[src/rtl/core/b64d_pkg.sv]
// shared types, constants and the character map for the base64 stream decoder
`default_nettype none
package b64d_pkg;

   localparam int BURST_DEPTH = 6;
   localparam int BURST_IDX_W = 3;

   localparam logic [7:0] CHAR_PAD   = 8'h3D;
   localparam logic [7:0] CHAR_PLUS  = 8'h2B;
   localparam logic [7:0] CHAR_SLASH = 8'h2F;
   localparam logic [5:0] VAL_PLUS   = 6'd62;
   localparam logic [5:0] VAL_SLASH  = 6'd63;
   localparam logic [5:0] OFS_LOWER  = 6'd26;
   localparam logic [5:0] OFS_DIGIT  = 6'd52;

   typedef struct packed {
      logic       kept;
      logic       is_pad;
      logic [5:0] value;
   } sextet_type;

   typedef struct packed {
      logic [BURST_DEPTH-1:0][7:0] data;
      logic [BURST_DEPTH-1:0]      valid;
      logic [BURST_DEPTH-1:0]      last;
      logic [BURST_IDX_W-1:0]      count;
   } burst_type;

   function automatic sextet_type char_value(input logic [7:0] ch);
      sextet_type s;
      s = '0;
      if (ch >= 8'h41 && ch <= 8'h5A) begin
         s.kept  = 1'b1;
         s.value = 6'(ch - 8'h41);
      end else if (ch >= 8'h61 && ch <= 8'h7A) begin
         s.kept  = 1'b1;
         s.value = 6'(ch - 8'h61) + OFS_LOWER;
      end else if (ch >= 8'h30 && ch <= 8'h39) begin
         s.kept  = 1'b1;
         s.value = 6'(ch - 8'h30) + OFS_DIGIT;
      end else if (ch == CHAR_PLUS) begin
         s.kept  = 1'b1;
         s.value = VAL_PLUS;
      end else if (ch == CHAR_SLASH) begin
         s.kept  = 1'b1;
         s.value = VAL_SLASH;
      end else if (ch == CHAR_PAD) begin
         s.kept   = 1'b1;
         s.is_pad = 1'b1;
      end
      return s;
   endfunction

endpackage
`default_nettype wire

[src/rtl/core/b64d_group.sv]
// group assembly, held group and burst build for one request
`default_nettype none
module b64d_group (
   input  wire logic                clock,
   input  wire logic                reset,
   input  wire logic                fire,
   input  wire logic [7:0]          text_char,
   input  wire logic                end_of_text,
   output b64d_pkg::burst_type      burst
);

   logic [17:0] accum_ff, accum_in;
   logic [1:0]  cig_ff, cig_in;
   logic [2:0]  pad_ff, pad_in;
   logic [23:0] held_ff, held_in;
   logic        held_vld_ff, held_vld_in;
   logic [2:0]  held_pad_ff, held_pad_in;

   b64d_pkg::sextet_type sx;
   logic [2:0]  pad_next;
   logic        complete;
   logic [23:0] group;
   logic [23:0] nh_bytes;
   logic        nh_valid;
   logic [2:0]  nh_pad;
   logic [1:0]  cnt_end;
   logic [2:0]  base;

   always_comb begin
      sx       = b64d_pkg::char_value(text_char);
      pad_next = sx.is_pad ? pad_ff + 3'd1 : 3'd0;
      complete = sx.kept && (cig_ff == 2'd3);
      group    = {accum_ff, sx.value};
      nh_bytes = complete ? group : held_ff;
      nh_valid = complete | held_vld_ff;
      nh_pad   = complete ? pad_next : held_pad_ff;
      if (!nh_valid) begin
         cnt_end = 2'd0;
      end else if (nh_pad >= 3'd3) begin
         cnt_end = 2'd0;
      end else begin
         cnt_end = 2'd3 - nh_pad[1:0];
      end
   end

   // burst: optional flush of the previous group, then the end bytes or empty marker
   always_comb begin
      burst = '0;
      base  = 3'd0;
      if (complete && held_vld_ff) begin
         burst.data[0]  = held_ff[23:16];
         burst.data[1]  = held_ff[15:8];
         burst.data[2]  = held_ff[7:0];
         burst.valid[2:0] = 3'b111;
         base = 3'd3;
      end
      burst.count = base;
      if (end_of_text) begin
         if (cnt_end == 2'd0) begin
            burst.last[base] = 1'b1;
            burst.count      = base + 3'd1;
         end else begin
            for (int i = 0; i < 3; i++) begin
               if (2'(i) < cnt_end) begin
                  burst.data[base + 3'(i)]  = nh_bytes[23 - 8*i -: 8];
                  burst.valid[base + 3'(i)] = 1'b1;
                  burst.last[base + 3'(i)]  = (2'(i) == cnt_end - 2'd1);
               end
            end
            burst.count = base + {1'b0, cnt_end};
         end
      end
   end

   always_comb begin
      accum_in    = accum_ff;
      cig_in      = cig_ff;
      pad_in      = pad_ff;
      held_in     = held_ff;
      held_vld_in = held_vld_ff;
      held_pad_in = held_pad_ff;
      if (end_of_text) begin
         accum_in    = '0;
         cig_in      = '0;
         pad_in      = '0;
         held_in     = '0;
         held_vld_in = 1'b0;
         held_pad_in = '0;
      end else if (complete) begin
         held_in     = group;
         held_vld_in = 1'b1;
         held_pad_in = pad_next;
         accum_in    = '0;
         cig_in      = '0;
         pad_in      = '0;
      end else if (sx.kept) begin
         accum_in = {accum_ff[11:0], sx.value};
         cig_in   = cig_ff + 2'd1;
         pad_in   = pad_next;
      end
   end

   always_ff @(posedge clock) begin
      if (reset) begin
         accum_ff    <= '0;
         cig_ff      <= '0;
         pad_ff      <= '0;
         held_ff     <= '0;
         held_vld_ff <= 1'b0;
         held_pad_ff <= '0;
      end else if (fire) begin
         accum_ff    <= accum_in;
         cig_ff      <= cig_in;
         pad_ff      <= pad_in;
         held_ff     <= held_in;
         held_vld_ff <= held_vld_in;
         held_pad_ff <= held_pad_in;
      end
   end

endmodule
`default_nettype wire

[src/rtl/core/b64d_out.sv]
// result burst register, sends one byte per cycle while the result port is ready
`default_nettype none
module b64d_out (
   input  wire logic                clock,
   input  wire logic                reset,
   input  wire logic                load,
   input  wire b64d_pkg::burst_type burst,
   output logic                     free,
   output logic                     rsp_valid,
   input  wire logic                rsp_ready,
   output logic [7:0]               rsp_data_byte,
   output logic                     rsp_byte_valid,
   output logic                     rsp_last_byte
);

   b64d_pkg::burst_type               buf_ff;
   logic [b64d_pkg::BURST_IDX_W-1:0]  cnt_ff, cnt_in;
   logic [b64d_pkg::BURST_IDX_W-1:0]  idx_ff, idx_in;
   logic                              take;
   logic                              final_take;

   assign rsp_valid      = (cnt_ff != '0);
   assign take           = rsp_valid && rsp_ready;
   assign final_take     = take && (idx_ff + 3'd1 == cnt_ff);
   assign free           = !rsp_valid || final_take;
   assign rsp_data_byte  = buf_ff.data[idx_ff];
   assign rsp_byte_valid = buf_ff.valid[idx_ff];
   assign rsp_last_byte  = buf_ff.last[idx_ff];

   always_comb begin
      cnt_in = cnt_ff;
      idx_in = idx_ff;
      if (load) begin
         cnt_in = burst.count;
         idx_in = '0;
      end else if (final_take) begin
         cnt_in = '0;
         idx_in = '0;
      end else if (take) begin
         idx_in = idx_ff + 3'd1;
      end
   end

   always_ff @(posedge clock) begin
      if (reset) begin
         cnt_ff <= '0;
         idx_ff <= '0;
      end else begin
         cnt_ff <= cnt_in;
         idx_ff <= idx_in;
      end
   end

   always_ff @(posedge clock) begin
      if (load) begin
         buf_ff <= burst;
      end
   end

endmodule
`default_nettype wire

[src/rtl/core/base64_stream_decoder.sv]
// top level: request register, group decoder and result burst register
`default_nettype none
// Base64 stream decoder. Takes one character per request, skips anything outside the
// base64 alphabet and padding, and returns decoded bytes one per result. A request is
// held in an input register, then decoded against the running group state; its results
// (up to six: three bytes of the previous group plus up to three end bytes, or one
// empty end marker) are loaded into a burst register and sent one per cycle while the
// result port is ready. Characters that yield no result or one result flow at one per
// cycle while the result port is ready; a request that yields more keeps the burst
// register busy until all are sent, so the request after it waits, longer when the
// result port stalls. A request passes the input register, then the burst register,
// before its first result is on the result port.
module base64_stream_decoder (
   input  wire logic       clock,
   input  wire logic       reset,
   input  wire logic       req_valid,
   output logic            req_ready,
   input  wire logic [7:0] req_text_char,
   input  wire logic       req_end_of_text,
   output logic            rsp_valid,
   input  wire logic       rsp_ready,
   output logic [7:0]      rsp_data_byte,
   output logic            rsp_byte_valid,
   output logic            rsp_last_byte
);

   logic                in_vld_ff, in_vld_in;
   logic [7:0]          in_char_ff;
   logic                in_end_ff;
   logic                out_free;
   logic                fire;
   b64d_pkg::burst_type burst;

   assign fire      = in_vld_ff && out_free;
   assign req_ready = !in_vld_ff || fire;

   always_comb begin
      in_vld_in = in_vld_ff;
      if (req_valid && req_ready) begin
         in_vld_in = 1'b1;
      end else if (fire) begin
         in_vld_in = 1'b0;
      end
   end

   always_ff @(posedge clock) begin
      if (reset) begin
         in_vld_ff <= 1'b0;
      end else begin
         in_vld_ff <= in_vld_in;
      end
   end

   always_ff @(posedge clock) begin
      if (req_valid && req_ready) begin
         in_char_ff <= req_text_char;
         in_end_ff  <= req_end_of_text;
      end
   end

   b64d_group u_group (
      .clock       (clock),
      .reset       (reset),
      .fire        (fire),
      .text_char   (in_char_ff),
      .end_of_text (in_end_ff),
      .burst       (burst)
   );

   b64d_out u_out (
      .clock          (clock),
      .reset          (reset),
      .load           (fire),
      .burst          (burst),
      .free           (out_free),
      .rsp_valid      (rsp_valid),
      .rsp_ready      (rsp_ready),
      .rsp_data_byte  (rsp_data_byte),
      .rsp_byte_valid (rsp_byte_valid),
      .rsp_last_byte  (rsp_last_byte)
   );

endmodule
`default_nettype wire

[config.mk]
export PLATFORM = sky130hd
export DESIGN_NAME = base64_stream_decoder
export DESIGN_NICKNAME = d
export VERILOG_FILES = /design/src/rtl/core/b64d_pkg.sv /design/src/rtl/core/b64d_group.sv /design/src/rtl/core/b64d_out.sv /design/src/rtl/core/base64_stream_decoder.sv
export SDC_FILE = /design/constraint.sdc
export NUM_CORES = 1
export LEC_CHECK = 0
export ABC_CLOCK_PERIOD_IN_PS = 5200
export BUFFER_PORTS_ARGS = -buffer_cell sky130_fd_sc_hd__buf_2
export CAP_MARGIN = 20
export CORE_UTILIZATION = 45
export CTS_CLUSTER_DIAMETER = 40
export DETAILED_ROUTE_END_ITERATION = 10
export GPL_ROUTABILITY_DRIVEN = 0
export GPL_TIMING_DRIVEN = 1
export SLEW_MARGIN = 30
export SYNTH_ARGS = -nofsm -noshare
export SYNTH_HDL_FRONTEND = slang
export SYNTH_HIERARCHICAL = 1
export SYNTH_SLANG_ARGS = --single-unit
[constraint.sdc]
create_clock -name clock -period 5.2 [get_ports clock]
set_input_delay 0 -clock clock [delete_from_list [all_inputs] [get_ports clock]]
set_output_delay 0 -clock clock [all_outputs]
set_load 0.05 [all_outputs]
==> reports/qor.csv <==
metric;value;unit
vias;4426;
Vert. Die Dim;121;um
DP Area;0.00651;mm2
synth unique cells;81;
Post-synth ARST share;0;%
vias in the first global route;4249;
final worst-path cycle share;72.4;%
GRT overflow;0;
CP required;5.47;ns
WL final;14300;um
Avg Inst Size Synth;11.6;um2
core area;0.0135;mm2
number of synthesized flops with an enable pin;69;
Clock Path Buffers;2;
Area Overhead vs Synth;13.4;%
area leader, netlist;edfxtp_1;
slew margin rel.;34.1;%
share of cells above drive strength 1;16.8;%
DIE WIDTH;121;um
Final Util;53.3;%
Die Area;0.0145;mm2
clock-pin transition on the worst setup and hold timing paths;0.06;ns
Post-Synthesis Cells;545;
Hold/Removal Path Class;input pin to flop;
unrepaired setup endpoints after global routing;false;
Skew-Pair Late Insertion Delay;0.42;ns
post-synth top area share;32.8;%
cell leakage power;2.63;nW
drt pass-1 iters;4;
DR WL/cell;18.8;um
initial antenna violation count;0;
Worst Hold Launch;rsp_ready;
Rows;42;
CP max FO;12;
most numerous cell in the Yosys netlist;edfxtp_1;
Reg2Reg Setup Slack;1.44;ns
Clock Sinks;127;
vias per cell;5.82;
CTS root buffer;clkbuf_16;
Cell Area, Synth;0.00632;mm2
buffers added on ports;24;
dominant cells by area after synthesis;edfxtp_1 33%, dfxtp_1 18%, a22o_1 5.7%, mux4_2 3.6%, ha_1 3.2%;
clk_skew;0.0120;ns
CTS tree;done;
Worst Tran Pin Value;0.986;ns
worst r2r src;in_char_ff[2];
Pwr Density;327;mW/mm2
Setup TNS;0;ns
CTS Buf Count;17;
Worst Path Arrival;4.03;ns
sequential-to-total area share from yosys stat;51.1;%
Worst R2R Path Depth;13;
status;complete, no violations;
Setup crit end kind;flop;
Final Hold Violating Endpoints;0;
synthesized flop and latch total;127;
type of origin of the critical path;flop;
synth warn;6;
Max-Cap Viols;0;
Final ANT Viol Nets;0;
Ant. Diodes;0;
R2R Path End;u_out/cnt_ff[1];
io pins;25;
layout net count;600;
Total Routing Usage GR;21.3;%
VDD IR max;0.203;mV
final instance area;0.00717;mm2
syn nets;574;
DP HPWL;9980;um
CTS H-tree depth;4;
final setup fails;0;
highest clock rate;266;MHz
DRC viols;0;
Slew Viols, Final;0;
hold_ws;0.0430;ns
DRT iter0 DRCs;317;
most common library cells after synthesis;69 x edfxtp_1, 58 x dfxtp_1, 41 x a22o_1;
Initial Utilization;47.0;%
top_reg_cell synth;edfxtp_1;
WHS Path Cells;4;
largest net degree at the start of global routing;70;
Setup CP Type;flop to flop;
first-pass GRT wire length;23200;um
minimum clock period;3.76;ns
Hold EP;u_out/idx_ff[2];
[cell usage in the layout, fill, tap and decap left out, types with 7 or more instances in the layout]
cell type      count
edfxtp_1          69
dfxtp_1           58
a22o_1            41
nor2_1            37
inv_1             28
nand2_1           25
buf_2             24
and2_1            18
clkbuf_16         17
a22oi_1           16
ha_1              16
o21ai_0           14
and3_1            14
mux2i_1           14
o22ai_1           13
a21oi_1           11
dlygate4sd3_1     10
nand3_1           10
mux4_2            10
nand2b_1           9
nor3_1             7
[stage by stage]
stage	power, mW	instances	setup slack [ns]
2_1_floorplan	1.23	545	2.00
3_3_place_gp	1.26	718	1.57
3_5_place_dp	1.27	718	1.45
4_1_cts	2.37	760	1.43
5_1_grt	2.43	760	1.07
6_report	2.34	760	1.44
[repair_timing]
action	in CTS	in global routing
hold buffers	10	0
hold endpoints to repair	10	0
gates resized for setup	0	0
buffers inserted	0	0
[cells by family after synthesis]
family / after synthesis / synth area share (%)
buffers and inverters: 60 / 4.63
flip-flops: 127 / 51.1
XOR/XNOR: 6 / 1.05
multiplexers: 25 / 5.96
adder cells (fa/ha/maj): 16 / 3.17
AND/OR/NAND/NOR: 164 / 14.9
AO/OA/AOI/OAI: 147 / 19.1
[layer usage]
metal / share of wire, % / vias to the layer above / track usage (%)
met5: 0 / - / 0
met4: 1.4 / 0 / 7.79
met1: 47 / 2163 / 29.2
met3: 4.9 / 15 / 4.48
li1: - / 2137 / -
met2: 47 / 111 / 33.1
[layout make-up]
class	instances	area, um2
Clock buffer	21	460
Clock inverter	11	91.3
Fill cell	1219	6290
Inverter	29	110
Multi-Input combinational cell	358	2800
Sequential cell	127	3230
Tap cell	176	220
Timing Repair Buffer	38	250
[how the worst max path moves through the flow]
stage | from | end | slack, ns | cells after the start
global route | in_char_ff[2] | u_out/cnt_ff[1] | 1.07 | 13
floorplan | u_out/idx_ff[1] | u_group/accum_ff[10] | 2.00 | 12
CTS | in_char_ff[2] | u_out/cnt_ff[1] | 1.43 | 13
detailed placement | in_char_ff[2] | u_out/cnt_ff[1] | 1.45 | 13
global placement | in_char_ff[2] | u_out/cnt_ff[1] | 1.57 | 13
finish | in_char_ff[2] | u_out/cnt_ff[1] | 1.44 | 13
[state kept, by name, indices dropped and copies added, names as in the netlist]
| register | count |
|---|---|
| u_group/held_ff | 24 |
| in_vld_ff | 1 |
| u_group/pad_ff | 3 |
| u_group/accum_ff | 18 |
| in_char_ff | 8 |
| u_out/buf_ff | 60 |
| u_group/cig_ff | 2 |
| u_group/held_vld_ff | 1 |
| u_out/idx_ff | 3 |
| u_group/held_pad_ff | 3 |
| u_out/cnt_ff | 3 |
| in_end_ff | 1 |
[where the power goes]
group	switching (mW)	internal, mW	leakage [nW]
Combinational	0.0975	0.0520	1.24
Sequential	0.0173	1.08	1.11
Clock	0.416	0.677	0.277
Total	0.531	1.81	2.63
[critical path: stages, from the launching register on]
cell,delay [ns]
edfxtp_1,0.52
inv_1,0.16
ha_1,0.44
and3b_1,0.24
a2111oi_2,0.06
or3_1,0.54
o21a_4,0.22
a21oi_1,0.51
inv_1,0.18
ha_1,0.32
xnor2_1,0.16
o22ai_1,0.08
nand2_1,0.09
o211ai_1,0.08
(Power assumes the default switching activity.)
